### src/sv/bbd_ram.sv
// Generic single-write, single-read synchronous RAM with registered read data.
// A read at the address written in the same cycle returns the old contents.
module bbd_ram #(
	parameter int WIDTH = 8,
	parameter int DEPTH = 256
) (
	input  logic                     clk,
	input  logic                     we,
	input  logic [$clog2(DEPTH)-1:0] waddr,
	input  logic [WIDTH-1:0]         wdata,
	input  logic [$clog2(DEPTH)-1:0] raddr,
	output logic [WIDTH-1:0]         rdata
);

	logic [WIDTH-1:0] mem [DEPTH];

	always_ff @(posedge clk) begin
		if (we) begin
			mem[waddr] <= wdata;
		end
		rdata <= mem[raddr];
	end

endmodule

### config.mk
export PLATFORM = sky130hd
export DESIGN_NAME = bbd_ram
export DESIGN_NICKNAME = d
export VERILOG_FILES = /design/src/sv/bbd_ram.sv
export SDC_FILE = /design/constraint.sdc
export NUM_CORES = 2
export LEC_CHECK = 0
export BUFFER_PORTS_ARGS = -buffer_cell sky130_fd_sc_hd__buf_2
export CAP_MARGIN = 40
export CORE_MARGIN = 5
export CORE_UTILIZATION = 41
export DETAILED_ROUTE_END_ITERATION = 6
export MAX_ROUTING_LAYER = met4
export PLACE_DENSITY = 0.69
export RECOVER_POWER = 50
export SLEW_MARGIN = 20
export SYNTH_ARGS = -nofsm -noshare
export SYNTH_HDL_FRONTEND = slang
export SYNTH_SLANG_ARGS = --single-unit
### constraint.sdc
create_clock -name clk -period 2.61 [get_ports clk]
set_input_delay 0.522 -clock clk [delete_from_list [all_inputs] [get_ports clk]]
set_output_delay 0.522 -clock clk [all_outputs]
set_load 0.02 [all_outputs]
Yosys cells after proc, flatten, opt, wreduce, memory -nomap -nowiden
Memory sizes are Yosys's and may differ from the RTL's. A register that Yosys moved wholly into a read port is not among the register bits.
Index checks and enable logic that the tools add are counted.
Widths: inputs -> output; s select.
- register bits after elaboration: 0
- latch bits: 0
- bits in writable memories: 2048
- memory bits (read-only): 0
- input bits: 26
- memories: 1
- add/subtract/negate cells: 0
- multiply operators: 0
- div/mod/pow operators: 0
- order comparisons: 0
- equality and inequality tests: 0
- shift operators: 0
- multiplexer cells: 2
- bitwise gates (word level): 0
- reductions and logical operators: 0
- memory list (memory ; words ; width ; rd ports ; clocked after Yosys merged registers in ; write ports ; RTL line ; source):
    mem ; 256 ; 8 ; 1 ; 1 ; 1 ; 15 ; logic [WIDTH-1:0] mem [DEPTH];
- operators by type and width (kind ; count):
    $mux 1 ; 2

Depth between registers and ports, before layout
- depth after elaboration: 2
- depth in mapped cells: 11
- mapped depth without buffers: 6

Worst setup path after synthesis
No wires, ideal clock.
- path type: input to register
- from: in raddr[0]
- to: reg rdata[2], read port of mem
- arrival: 2.329 ns
- required time: 2.479 ns
- setup slack: 0.150 ns
- stages: 9
- path buffers: 4
- cell sequence: buf_6 > buf_12 > buf_8 > buf_2 > mux4_2 > a22oi_1 > a21oi_1 > nor4_1 > nor4_2
- RTL lines (item ; RTL line ; source):
    start, declared ; 11 ; input logic [$clog2(DEPTH)-1:0] raddr,
    end, declared ; 12 ; output logic [WIDTH-1:0] rdata

Final worst setup path
- from: in waddr[2]
- to: mem mem[243][7] (enable)
- RTL lines (item ; RTL line ; source):
    start, declared ; 9 ; input logic [$clog2(DEPTH)-1:0] waddr,
    end, declared ; 15 ;
Straight into the memory's write port.

==> flow_summary.yaml <==
run_status:
  status: "complete, but fails checks"
  violations: "capacitance limit, slew limit"
synth:
  syn_inst: 3733
  synthTopCellsByArea: "edfxtp_1, mux4_2, mux2i_1, nor2_1, a22oi_1"
  yosys_warnings: 0
  synth_cell_types: 55
  syn-num-nets: 3759
  ys_seq_elements: 2056
  synth_top_area_cell: "edfxtp_1"
  synth_top_cell_area_share_pct: 77.30
  async_reset_ff_share_pct: 0
  avgSynthCellArea_sq_um: 21.31
  synth-seq-area-share_pct: 77.50
  ys.flop_type: "edfxtp_1"
  synth-edff-count: 2048
  netlist_area_sq_mm: 0.07956
sta:
  finClkSkew_ns: 0.05310
  period_share_pct: 96.86
  drv_slew: 393
  period_minus_slack_ns: 2.528
  fmax_mhz: 395.6
  setup_viol: 0
  rsz0062_at_grt: "false"
  slew_headroom_pct: -55.39
  finalHoldViolCount: 0
  tightest_slew_ns: 2.331
critical_path:
  timing.critical_path.to: "mem[243][7]$_DFFE_PP_"
  reg2reg_from: "mem[128][0]$_DFFE_PP_"
  start_kind: "input pin"
  ff2ff_path_depth: 7
  worst-path-max-fanout: 13
  crit_arrival_ns: 3.09
  end_kind: "flip-flop"
  startpoint: "waddr[2]"
  required_ns: 3.17
  r2r-end: "rdata[0]$_DFF_P_"
  reg2reg_slack_ns: 0.13
  critPathKind: "input pin to flip-flop"
pwr:
  clock_power_share_pct: 41.6
  power.total_mw: 68.88
  comb_power_share_pct: 5.5
  powerDensity_mw_per_mm2: 729.3
  p_seq_share_pct: 53.0
  swShare_pct: 21.43
  leakagePower_nw: 30.60
  p_int_mw: 54.12
  peakVddDrop_v: 0.0007118
  switching_power_mw: 14.76
floorplan:
  rows: 161
  core_area_sq_mm: 0.1928
  die_h_microns: 450.5
  initial_core_util_pct: 41.27
  ioPinCount: 34
  die-area_sq_mm: 0.2030
  die_w_microns: 450.5
global_routing:
  grt_pass1_wl_microns: 289400
  first_global_vias: 41984
  track_usage_pct: 19.80
  grt_remaining_overflow: 0
  antenna_found_initial: 13
  grt_max_degree: 88
drt:
  wirelength_microns: 197200
  drt_iter0_markers: 5438
  vias: 41430
  detail-route-antenna-nets: 0
  viasPerCell: 5.765
  drcViolationCount: 0
  drt_first_pass_iters: 6
  wl_per_cell_microns: 27.43
clock_network:
  ctsLongestPathBuffers: 3
  insertion_delay_ns: 0.85
  clock_sinks: 2056
  path_clk_slew_ns: 0.06
  cts_tree: "done"
  clock-root-buffer: "clkbuf_16"
  cts-buffers-inserted: 199
  cts_max_level: 4
layout:
  seq_area_sq_mm: 0.06166
  final_nets: 4509
  final_common_cell: "edfxtp_1"
  final_cell_mix: "edfxtp_1, buf_4, mux4_2"
  drive_above_1_share_pct: 32.93
  fillCellCount: 15121
  area_delta_synth_final_pct: 18.72
  multiInputGateArea_sq_mm: 0.01652
  final_core_util_pct: 48.99
job:
  max_cap_violations: 6
place:
  gp_congestion: 0.8940
  hpwl_microns: 128900
  port_buffers: 33
worst_hold_path:
  min_path_type: "input pin to flip-flop"
[synth_stat cells (all sizes together) (4+ instances only)]
cell type	instances
o22ai	28
a22o	8
or2	4
a21oi	96
a221oi	14
nand2	33
o32ai	5
a211oi	16
a2111oi	5
a22oi	133
buf	122
clkbuf	111
mux2i	134
edfxtp	2048
and2	6
nor2	282
nor4	27
mux4	456
nand2b	8
o22a	5
nand3	34
o221ai	47
nor2b	31
nor3	22
nand4	10
o21ai	12
o211ai	10
dfxtp	8
[per-layer routing]
layer	wire, microns	part of all wire, %	track usage, %
met5	0	0	-
met4	6181	3.1	6.127
met3	17640	8.9	3.583
met2	95910	49	30.86
met1	77450	39	26.86
[final cells by class]
type	instances	share of cell area (%)
sequential	2056	65.28
multi-input combinational	1442	17.49
timing repair buffer	782	6.902
clock buffer	241	5.461
tap	2526	3.346
clock inverter	126	1.476
antenna	12	0.03179
inverter	2	0.007949
[registers in the layout, summed over array words and instances (netlist names)]
name and count:
mem 2048, rdata 8
[power by group through the flow]
stage / registers [mW] / clock network, mW / logic (mW)
3_3_place_gp: 37.2 / 0 / 3.74
6_report: 36.5 / 28.6 / 3.76
5_1_grt: 36.5 / 30.5 / 3.96
2_1_floorplan: 37.2 / 0 / 1.77
4_1_cts: 36.5 / 29.1 / 3.82
3_5_place_dp: 37.2 / 0 / 3.81
[cells by family after synthesis]
logic type	count (synthesis)	synth area share [%]
DFF	2056	77.50
buffers and inverters	235	1.831
and+or+nand+nor	466	2.628
muxes	591	14.62
AOI/OAI and AO/OA	385	3.419
[worst max-delay path: stages]
cell and delay (ns):
buf_2 0.22, nor2_1 0.08, buf_4 0.17, nand4_1 0.09, clkbuf_1 1.42, nor2_1 0.29
buf_4 0.28
[per-stage QoR]
stage / cell area, sq um / setup WS, ns / hold WS, ns / TNS (ns) / std cells
after floorplan: 79560 / 0.1501 / 0.6209 / 0 / 3733
final: 94450 / 0.08203 / 0.3177 / 0 / 7187
after CTS: 94730 / 0.1060 / 0.01996 / 0 / 7175
after global placement: 88130 / -1.074 / 0.9299 / -7.166 / 6801
after global routing: 94430 / 0.02214 / 0.2794 / 0 / 7180
after detailed placement: 88170 / -0.9839 / 0.9525 / -5.934 / 6808
[how the worst min path moves through the flow]
stage	depth (start not counted)	to	from	slack, ns
global placement	1	mem[206][0]$_DFFE_PP_	wdata[0]	0.93
detailed placement	1	mem[219][0]$_DFFE_PP_	wdata[0]	0.95
CTS	1	mem[219][0]$_DFFE_PP_	wdata[0]	0.02
floorplan	0	mem[0][0]$_DFFE_PP_	wdata[0]	0.62
finish	3	mem[187][1]$_DFFE_PP_	waddr[1]	0.32
global route	3	mem[187][1]$_DFFE_PP_	waddr[1]	0.28
[timing repair]
action                                 CTS  global route
hold buffers                             0             0
gates resized for setup                  2             2
buffers inserted                         0             0
endpoints found under the hold margin    0             0
setup endpoints to repair                2             2
No activity file was read; power rests on OpenSTA's default activity.
